===== src/hw/rtl/crp_pkg.sv =====
// Types, codes and constants of the commit record parser.
`default_nettype none

package crp_pkg;

    // Bytes in one parent or catalog hash.
    localparam int unsigned HASH_BYTES = 20;
    // Bytes in the timestamp.
    localparam int unsigned TIME_BYTES = 8;

    // Configuration register indexes.
    localparam logic CFG_EXPECTED_VERSION = 1'b0;
    localparam logic CFG_MAX_PARENTS      = 1'b1;

    // Configuration reset values.
    localparam logic [7:0] EXPECTED_VERSION_RST = 8'd2;
    localparam logic [7:0] MAX_PARENTS_RST      = 8'd2;

    // Field kind codes.
    typedef enum logic [3:0] {
        KIND_IGNORED   = 4'd0,
        KIND_VERSION   = 4'd1,
        KIND_COUNT     = 4'd2,
        KIND_PARENT    = 4'd3,
        KIND_CATALOG   = 4'd4,
        KIND_TIME      = 4'd5,
        KIND_NAME_LEN  = 4'd6,
        KIND_NAME_STR  = 4'd7,
        KIND_EMAIL_LEN = 4'd8,
        KIND_EMAIL_STR = 4'd9,
        KIND_MSG_LEN   = 4'd10,
        KIND_MSG_STR   = 4'd11,
        KIND_TRAIL     = 4'd12
    } kind_t;

    // Parse status codes.
    typedef enum logic [1:0] {
        STATUS_BUSY    = 2'd0,
        STATUS_OK      = 2'd1,
        STATUS_CORRUPT = 2'd2
    } status_t;

    // Result tdata layout, lowest bit first.
    localparam int unsigned BYTE_LSB   = 0;
    localparam int unsigned PIDX_LSB   = 8;
    localparam int unsigned OFFSET_LSB = 16;
    localparam int unsigned STATUS_LSB = 32;
    localparam int unsigned TIME_LSB   = 34;
    localparam int unsigned M_DATA_W   = 104;

endpackage

`default_nettype wire


===== src/hw/rtl/commit_record_parser_top.sv =====
// Commit record parser: tags every record byte with its field, offset and status.
// Each accepted input request is tagged and its result is registered in the output register.
// Throughput: one byte per cycle; the single output register is refilled in the cycle
// that its result is taken, so the input only stalls while the output is stalled.
// Reset: synchronous, active low; the parser returns to expecting a version byte,
// the output register empties and both configuration registers take their reset values.
`default_nettype none

module commit_record_parser_top
    import crp_pkg::*;
(
    input  wire logic                aclk,
    input  wire logic                aresetn,
    // Configuration write port.
    input  wire logic                cfg_we,
    input  wire logic                cfg_index,
    input  wire logic [7:0]          cfg_wdata,
    // Input byte stream.
    input  wire logic                s_tvalid,
    output logic                     s_tready,
    input  wire logic [7:0]          s_tdata,   // [7:0] record_byte
    input  wire logic                s_tlast,   // last_byte
    // Tagged result stream.
    output logic                     m_tvalid,
    input  wire logic                m_tready,
    // [7:0] field_byte, [15:8] parent_index, [31:16] byte_offset,
    // [33:32] parse_status, [97:34] timestamp_value, [103:98] zero
    output logic [M_DATA_W-1:0]      m_tdata,
    output logic [3:0]               m_tuser    // [3:0] field_kind
);

    // Parse phases, one-hot.
    typedef enum logic [12:0] {
        PH_VERSION   = 13'h0001,
        PH_COUNT     = 13'h0002,
        PH_PARENT    = 13'h0004,
        PH_CATALOG   = 13'h0008,
        PH_TIME      = 13'h0010,
        PH_NAME_LEN  = 13'h0020,
        PH_NAME_STR  = 13'h0040,
        PH_EMAIL_LEN = 13'h0080,
        PH_EMAIL_STR = 13'h0100,
        PH_MSG_LEN   = 13'h0200,
        PH_MSG_STR   = 13'h0400,
        PH_TRAIL     = 13'h0800,
        PH_BAD       = 13'h1000
    } phase_t;

    logic [7:0]  expected_version_reg;
    logic [7:0]  max_parents_reg;

    phase_t      phase_reg, phase_next;
    logic [15:0] counter_reg, counter_next;
    logic [7:0]  parents_reg, parents_next;
    logic [7:0]  parent_num_reg, parent_num_next;
    logic [15:0] str_len_reg, str_len_next;
    logic [63:0] time_reg, time_next;
    logic        corrupt_reg, corrupt_next;

    logic        out_valid_reg;
    kind_t       out_kind_reg, out_kind_next;
    logic [7:0]  out_byte_reg;
    logic [7:0]  out_pidx_reg, out_pidx_next;
    logic [15:0] out_offset_reg, out_offset_next;
    status_t     out_status_reg, out_status_next;
    logic [63:0] out_time_reg;

    logic        accept;
    logic [16:0] counter_inc;
    logic [8:0]  parent_inc;

    assign s_tready = !out_valid_reg || m_tready;
    assign accept   = s_tvalid && s_tready;

    assign counter_inc = {1'b0, counter_reg} + 17'd1;
    assign parent_inc  = {1'b0, parent_num_reg} + 9'd1;

    // Configuration registers.
    always_ff @(posedge aclk) begin
        if (!aresetn) begin
            expected_version_reg <= EXPECTED_VERSION_RST;
            max_parents_reg      <= MAX_PARENTS_RST;
        end else if (cfg_we) begin
            case (cfg_index)
                CFG_EXPECTED_VERSION: expected_version_reg <= cfg_wdata;
                CFG_MAX_PARENTS:      max_parents_reg      <= cfg_wdata;
                default: ;
            endcase
        end
    end

    // Next parse state and the tags of the incoming byte.
    always_comb begin
        phase_t      ph_work;
        logic [15:0] len_full;
        ph_work         = phase_reg;
        counter_next    = counter_reg;
        parents_next    = parents_reg;
        parent_num_next = parent_num_reg;
        str_len_next    = str_len_reg;
        time_next       = time_reg;
        corrupt_next    = corrupt_reg;
        out_kind_next   = KIND_IGNORED;
        out_pidx_next   = 8'd0;
        out_offset_next = 16'd0;
        len_full        = {s_tdata, str_len_reg[7:0]};

        case (phase_reg)
            PH_VERSION: begin
                out_kind_next = KIND_VERSION;
                if (s_tdata != expected_version_reg) begin
                    corrupt_next = 1'b1;
                    ph_work      = PH_BAD;
                end else begin
                    ph_work = PH_COUNT;
                end
            end
            PH_COUNT: begin
                out_kind_next = KIND_COUNT;
                if (s_tdata > max_parents_reg) begin
                    corrupt_next = 1'b1;
                    ph_work      = PH_BAD;
                end else begin
                    parents_next    = s_tdata;
                    parent_num_next = 8'd0;
                    counter_next    = 16'd0;
                    ph_work         = (s_tdata == 8'd0) ? PH_CATALOG : PH_PARENT;
                end
            end
            PH_PARENT: begin
                out_kind_next   = KIND_PARENT;
                out_pidx_next   = parent_num_reg;
                out_offset_next = counter_reg;
                counter_next    = counter_inc[15:0];
                if (counter_inc >= 17'(HASH_BYTES)) begin
                    counter_next    = 16'd0;
                    parent_num_next = parent_inc[7:0];
                    if (parent_inc >= {1'b0, parents_reg}) begin
                        ph_work = PH_CATALOG;
                    end
                end
            end
            PH_CATALOG: begin
                out_kind_next   = KIND_CATALOG;
                out_offset_next = counter_reg;
                counter_next    = counter_inc[15:0];
                if (counter_inc >= 17'(HASH_BYTES)) begin
                    counter_next = 16'd0;
                    ph_work      = PH_TIME;
                end
            end
            PH_TIME: begin
                out_kind_next   = KIND_TIME;
                out_offset_next = counter_reg;
                time_next[{counter_reg[2:0], 3'b000} +: 8] =
                    time_reg[{counter_reg[2:0], 3'b000} +: 8] | s_tdata;
                counter_next = counter_inc[15:0];
                if (counter_inc >= 17'(TIME_BYTES)) begin
                    counter_next = 16'd0;
                    ph_work      = PH_NAME_LEN;
                end
            end
            PH_NAME_LEN, PH_EMAIL_LEN, PH_MSG_LEN: begin
                out_kind_next   = (phase_reg == PH_NAME_LEN)  ? KIND_NAME_LEN :
                                  (phase_reg == PH_EMAIL_LEN) ? KIND_EMAIL_LEN :
                                                                KIND_MSG_LEN;
                out_offset_next = counter_reg;
                if (counter_reg == 16'd0) begin
                    str_len_next = {8'd0, s_tdata};
                    counter_next = 16'd1;
                end else begin
                    str_len_next = len_full;
                    counter_next = 16'd0;
                    // An empty string skips to the next length field, or to the trailer.
                    if (phase_reg == PH_NAME_LEN) begin
                        ph_work = (len_full == 16'd0) ? PH_EMAIL_LEN : PH_NAME_STR;
                    end else if (phase_reg == PH_EMAIL_LEN) begin
                        ph_work = (len_full == 16'd0) ? PH_MSG_LEN : PH_EMAIL_STR;
                    end else begin
                        ph_work = (len_full == 16'd0) ? PH_TRAIL : PH_MSG_STR;
                    end
                end
            end
            PH_NAME_STR, PH_EMAIL_STR, PH_MSG_STR: begin
                out_kind_next   = (phase_reg == PH_NAME_STR)  ? KIND_NAME_STR :
                                  (phase_reg == PH_EMAIL_STR) ? KIND_EMAIL_STR :
                                                                KIND_MSG_STR;
                out_offset_next = counter_reg;
                counter_next    = counter_inc[15:0];
                if (counter_inc >= {1'b0, str_len_reg}) begin
                    counter_next = 16'd0;
                    ph_work      = (phase_reg == PH_NAME_STR)  ? PH_EMAIL_LEN :
                                   (phase_reg == PH_EMAIL_STR) ? PH_MSG_LEN :
                                                                 PH_TRAIL;
                end
            end
            PH_TRAIL: begin
                out_kind_next   = KIND_TRAIL;
                out_offset_next = counter_reg;
                if (counter_reg != 16'hFFFF) begin
                    counter_next = counter_inc[15:0];
                end
            end
            default: begin
                out_kind_next = KIND_IGNORED;
            end
        endcase

        // Status reflects the state after this byte, before any end-of-record clear.
        if (corrupt_next) begin
            out_status_next = STATUS_CORRUPT;
        end else if (ph_work == PH_TRAIL) begin
            out_status_next = STATUS_OK;
        end else if (s_tlast) begin
            out_status_next = STATUS_CORRUPT;
        end else begin
            out_status_next = STATUS_BUSY;
        end

        phase_next = ph_work;

        // The last byte of a record returns the parser to its start.
        if (s_tlast) begin
            phase_next      = PH_VERSION;
            counter_next    = 16'd0;
            parents_next    = 8'd0;
            parent_num_next = 8'd0;
            str_len_next    = 16'd0;
            corrupt_next    = 1'b0;
        end
    end

    // Parse state registers.
    always_ff @(posedge aclk) begin
        if (!aresetn) begin
            phase_reg      <= PH_VERSION;
            counter_reg    <= 16'd0;
            parents_reg    <= 8'd0;
            parent_num_reg <= 8'd0;
            str_len_reg    <= 16'd0;
            time_reg       <= 64'd0;
            corrupt_reg    <= 1'b0;
        end else if (accept) begin
            phase_reg      <= phase_next;
            counter_reg    <= counter_next;
            parents_reg    <= parents_next;
            parent_num_reg <= parent_num_next;
            str_len_reg    <= str_len_next;
            time_reg       <= s_tlast ? 64'd0 : time_next;
            corrupt_reg    <= corrupt_next;
        end
    end

    // Output register valid flag.
    always_ff @(posedge aclk) begin
        if (!aresetn) begin
            out_valid_reg <= 1'b0;
        end else if (accept) begin
            out_valid_reg <= 1'b1;
        end else if (m_tready) begin
            out_valid_reg <= 1'b0;
        end
    end

    // Output register payload.
    always_ff @(posedge aclk) begin
        if (accept) begin
            out_kind_reg   <= out_kind_next;
            out_byte_reg   <= s_tdata;
            out_pidx_reg   <= out_pidx_next;
            out_offset_reg <= out_offset_next;
            out_status_reg <= out_status_next;
            out_time_reg   <= time_next;
        end
    end

    assign m_tvalid = out_valid_reg;
    assign m_tuser  = out_kind_reg;
    assign m_tdata  = {6'd0, out_time_reg, out_status_reg, out_offset_reg,
                       out_pidx_reg, out_byte_reg};

endmodule

`default_nettype wire


===== config.mk =====
export PLATFORM = sky130hd
export DESIGN_NAME = commit_record_parser_top
export DESIGN_NICKNAME = d
export VERILOG_FILES = /design/src/hw/rtl/crp_pkg.sv /design/src/hw/rtl/commit_record_parser_top.sv
export SDC_FILE = /design/constraint.sdc
export NUM_CORES = 1
export LEC_CHECK = 0
export ABC_AREA = 0
export BUFFER_PORTS_ARGS = -buffer_cell sky130_fd_sc_hd__buf_2
export CORE_MARGIN = 3
export CORE_UTILIZATION = 60
export CTS_CLUSTER_DIAMETER = 60
export DETAILED_ROUTE_END_ITERATION = 7
export GPL_ROUTABILITY_DRIVEN = 0
export PLACE_DENSITY = 0.81
export SLEW_MARGIN = 10
export SYNTH_ARGS = -nofsm -noshare
export SYNTH_HDL_FRONTEND = slang
export SYNTH_SLANG_ARGS = --single-unit

===== constraint.sdc =====
create_clock -name aclk -period 9.3 [get_ports aclk]
set_input_delay 0.93 -clock aclk [delete_from_list [all_inputs] [get_ports aclk]]
set_output_delay 0.93 -clock aclk [all_outputs]
set_load 0.02 [all_outputs]

Yosys cells after proc, flatten, opt, wreduce, memory -nomap -nowiden

Cells that the tools add are included.

Add/sub/neg operators: 3
Magnitude comparators: 5
Equal/unequal tests: 19
Shifts and indexed selects: 3
Multiplexer cells: 52
Bitwise logic cells: 2
Reductions and logical operators: 23

Operator list:

| kind                   | number |
|---|---|
| $mux 16                | 9 |
| $mux 64                | 2 |
| $mux 13                | 9 |
| $pmux 16 s6            | 1 |
| $pmux 13 s7            | 1 |
| $bwmux 64              | 1 |
| $shift 8x8->64 const A | 1 |
| $shiftx 64x7->8        | 1 |
| $shiftx 8x8->64        | 1 |
| $mux 12                | 5 |
| $mux 8                 | 7 |
| $logic_not 16->1       | 2 |
| $pmux 4 s8             | 1 |
| $eq 13x12->1 const B   | 2 |
| $add 16x1->17 const B  | 1 |
| $ge 17x16->1           | 1 |
| $ge 17x4->1 const B    | 1 |
| $ge 17x5->1 const B    | 1 |
| $ne 16x16->1 const B   | 1 |
| $pmux 8 s2             | 1 |
| $eq 13x1->1 const B    | 1 |
| $eq 13x10->1 const B   | 1 |
| $eq 13x11->1 const B   | 1 |
| $eq 13x2->1 const B    | 1 |
| 34 further kinds       | 54 |

Flip-flop bits (word level): 245
Bits of input ports: 23
Output and inout bits: 110
Word-level logic and storage cells: 124

Depth between registers and ports, before layout

Depth after elaboration: 8
Depth in mapped cells: 17
Gate-level depth less buffers: 15

Worst setup path after synthesis

Ideal clock, no wire load.

Path type: input-to-reg
Start: input m_tready
End: register str_len_reg[5]
Library setup time: 0.065 ns
Arrival time: 4.641 ns
Data required time: 9.235 ns
Path slack: 4.594 ns
Stages: 8
Path buffers: 1
Path through: nand2b_1 nand2_1 inv_1 o21ai_1 clkbuf_1 nor3_1 a21oi_1 nor2b_1

Word-level cells in the longest chain between the ends: 3

Ends and longest elaborated chain:

| item                       | line                            | RTL |
|---|---|---|
| start: declaration         | commit_record_parser_top.sv:25  | `input wire logic m_tready,` |
| $logic_or 1x1->1           | commit_record_parser_top.sv:72  | `assign s_tready = !out_valid_reg \|\| m_tready;` |
| $logic_and 1x1->1          | commit_record_parser_top.sv:73  | `assign accept = s_tvalid && s_tready;` |
| net accept                 | commit_record_parser_top.sv:68  | `logic accept;` |
| $reduce_and 3->1 (no line) | n/a                             |  |
| end signal: assignment     | commit_record_parser_top.sv:248 | `str_len_reg <= str_len_next;` |
| end: declaration           | commit_record_parser_top.sv:56  | `logic [15:0] str_len_reg, str_len_next;` |

The timed path passes the listed nets, and every way through them passes these cells.
A chain may end at the register's enable or synchronous reset.

Final worst setup path

Start: register counter_reg[2]
End: register counter_reg[11]

Word-level cells in the longest chain between the ends: 5
Elaborated cells on any way between the ends: 13
Classes of those cells: 1 x add/sub; 3 x order compare; 2 x eq/ne; 6 x mux; 1 x reduce/logical

Ends and longest elaborated chain:

| item                                       | line                            | RTL |
|---|---|---|
| start: declaration                         | commit_record_parser_top.sv:53  | `logic [15:0] counter_reg, counter_next;` |
| start signal: assignment                   | commit_record_parser_top.sv:245 | `counter_reg <= counter_next;` |
| $add 16x1->17                              | commit_record_parser_top.sv:75  | `assign counter_inc = {1'b0, counter_reg} + 17'd1;` |
| $ge 17x16->1, or another cell as far along | commit_record_parser_top.sv:190 | `if (counter_inc >= {1'b0, str_len_reg}) begin` |
| $mux 16, on equally long branches          | n/a                             |  |
| $pmux 16 s6                                | commit_record_parser_top.sv:108 | `case (phase_reg)` |
| $mux 16                                    | commit_record_parser_top.sv:223 | `if (s_tlast) begin` |

Several ways; a longest one is shown, not always the timed one. The select of a mux whose other input is x is not followed.

==> summary.md <==
| Metric | Value |
|---|---|
| Top post-synthesis cells by area | `edfxtp_1 (25%), dfxtp_1 (23%), nor2b_1 (4.8%), nand2_1 (4.5%), a22oi_1 (4.4%)` |
| Clock power frac | `0.440` |
| FF+latch count, synth | `245` |
| CTS Hold Bufs | `0` |
| Top FF cell, synth | `dfxtp_1` |
| IO Port Bufs | `126` |
| Synth top area share | `0.245` |
| Hold Crit Class | `flop to flop` |
| Vias | `10400` |
| Violated checks | `design-rule violations` |
| Max Transition Viols Final | `0` |
| H-tree depth | `1` |
| Core area | `0.0204 mm2` |
| Initial core utilization | `0.613` |
| Internal cell power | `0.00182 W` |
| R2r setup slk | `4320 ps` |
| DR vias/cell | `6.19` |
| Avg Inst Size Synth | `9.50 um2` |
| Core Util, Final | `0.690` |
| Total iterations of the first detailed-routing run | `8` |
| Max_cap viols | `0` |
| Outcome | `finished with violations` |
| WL final | `32600 um` |
| Comb power frac | `0.076` |
| N_diodes | `0` |
| Worst-path fanout max | `21` |
| First-pass GRT wire length | `52100 um` |
| Yosys cell types | `75` |
| CTS Buf Count | `25` |
| Peak VDD IR | `0.118 mV` |
| Startpoint type of the worst setup path | `flop` |
| # Post-CTS Setup Buffers | `0` |
| Total GRT Usage | `0.286` |
| Die ar. | `0.0226 mm2` |
| Psw | `0.000571 W` |
| DP HPWL | `21900 um` |
| Worst path required time | `9740 ps` |
| Post-Synthesis Cells | `1315` |
| Area grow syn2layout | `12.4%` |
| Fmax | `0.201 GHz` |
| CTS tree | `built` |
| # fillers | `1533` |
| Seq/Total Area, Yosys | `0.474` |
| YS warnings | `0` |
| Vias in the first global route | `9792` |
| Final setup violation count | `0` |
| Std cell rows | `52` |
| Crit path arrival time | `5420 ps` |
| Clk buf depth | `3` |
| Layout cell share with drive strength beyond 1 | `0.162` |
| Final ANT Viol Nets | `0` |
| Final Hold Viols | `0` |
| Final setup TNS | `0 ps` |
| Nets | `1449` |
| Largest area contributor in the netlist | `edfxtp_1` |
| Async S/R FF share, synth | `0` |
| Leakage | `5.07 nW` |
| Non-Filler Instances | `1680` |
| DIE HEIGHT | `150 um` |
| Maximum number of pins on one net before global-route repair | `131` |
| Worst Setup End Kind | `flop` |
| CTS clk-pin slew, worst paths | `60 ps` |
| Reg power frac | `0.484` |
| Io pins | `133` |
| Syn Std Cell Area | `0.0125 mm2` |
| Switching Share | `0.239` |
| Clk_skew | `14.4 ps` |
| Post-synth top cells | `nand2_1 (149), dfxtp_1 (143), edfxtp_1 (102)` |
| Number of DRC markers in iteration 0 | `1374` |
| Clock Sinks | `245` |
| RSZ-0062 raised after global routing | `no` |
| Crit path kind | `flop to flop` |
| Root Buffer | `clkbuf_16` |
| Post-synth EDFFs | `102` |
| Worst slew margin | `0.214` |
| Worst slew pin tran | `1170 ps` |
| PD cells | `170 mW/mm2` |
| GR Overflow Total | `0` |
| Worst-Skew Late Latency | `530 ps` |
| Final period utilization | `0.535` |
| Placed cells | `1635` |
| Cts repair resizes | `0` |
| Antenna violations before repair | `0` |
| Die width | `150 um` |
| Fin crit period | `4980 ps` |
| Wire per inst | `19.4 um` |
| Number of remaining DRC errors | `1` |
| Most used standard cell by instance count after synthesis | `nand2_1` |
==> placed cells by master, fill, tap and decap left out, types with 5 or more instances in the layout <==
| cell | instances |
|---|---|
| nor3_1 | 37 |
| or3_1 | 9 |
| dfxtp_1 | 143 |
| nor2_1 | 57 |
| conb_1 | 6 |
| ha_1 | 34 |
| nor2b_1 | 95 |
| clkbuf_16 | 25 |
| nor4_1 | 11 |
| a21oi_1 | 40 |
| a22oi_1 | 74 |
| and2_1 | 45 |
| o21ai_1 | 6 |
| nand2_1 | 148 |
| edfxtp_1 | 102 |
| xor2_1 | 14 |
| or2_2 | 9 |
| o21ai_0 | 80 |
| mux2i_1 | 11 |
| a21boi_0 | 32 |
| nand3_1 | 44 |
| and3_1 | 8 |
| buf_4 | 12 |
| o211ai_1 | 5 |
| buf_2 | 126 |
| o21a_1 | 6 |
| a21boi_1 | 5 |
| xnor2_1 | 12 |
| mux4_2 | 16 |
| nand4_1 | 18 |
| inv_1 | 49 |
| a31oi_1 | 7 |
| nand2b_1 | 13 |
| a211oi_1 | 11 |
==> critical path, cell delays in order, from the launching register on <==
cell	delay (ps)
dfxtp_1	770
nand3_1	510
or3_1	530
or4_1	540
nand2_1	120
ha_1	240
and3_1	170
nand3_1	80
o211ai_1	80
a31oi_1	170
o31ai_1	130
a2111o_1	370
a31oi_2	720
a21bo_2	300
a21boi_0	140
==> final timing paths <==
kind | start | to | cells after the start
min | max_parents_reg[2] | max_parents_reg[2] | 2
max | counter_reg[2] | counter_reg[11] | 14
min reg2reg | max_parents_reg[2] | max_parents_reg[2] | 2
max reg2reg | counter_reg[2] | counter_reg[11] | 14
==> routing by layer <==
metal  track usage  up-vias  share of wire
met1         0.386     4921           0.41
li1              -     4873              -
met3        0.0494       93          0.080
met5             0        -              0
met4         0.113        0          0.035
met2         0.462      512           0.48
==> metrics by stage <==
step	hold slack, ps	worst slack (ps)	area, um2	total power [W]
global placement	456	4600	13200	0.00136
CTS	474	4420	14000	0.00240
detailed placement	465	4450	13200	0.00136
global route	493	4020	14000	0.00246
floorplan	441	4590	12500	0.00130
finish	471	4320	14000	0.00239
==> power by group through the flow <==
stage | sequential [W] | combinational (W) | clock (W)
6_report | 0.00116 | 0.000181 | 0.00105
5_1_grt | 0.00116 | 0.000195 | 0.00110
4_1_cts | 0.00116 | 0.000179 | 0.00106
3_5_place_dp | 0.00118 | 0.000177 | 0
3_3_place_gp | 0.00118 | 0.000176 | 0
2_1_floorplan | 0.00121 | 0.0000925 | 0
==> cell families (layout without fill, tap and decap cells) <==
logic type	count (synthesis)	in the layout	synth area share
AO/OA/AOI/OAI	314	314	0.169
XOR/XNOR	26	26	0.0182
adder cells (fa/ha/maj)	35	35	0.0349
buffers and inverters	145	235	0.0484
flip-flops	245	245	0.474
multiplexers	27	27	0.0377
other	1	6	0.000300
AND/OR/NAND/NOR	522	522	0.218
==> cell type report <==
cell class                      instances  area [um2]  share of cell area
Clock buffer                           28         657              0.0468
Clock inverter                         17         203              0.0144
Inverter                               52         198              0.0141
Multi-Input combinational cell        930        6000               0.427
Sequential cell                       245        5930               0.422
Tap cell                              270         338              0.0241
Timing Repair Buffer                  138         721              0.0513
Note: power is estimated with default switching activity, not from simulation.
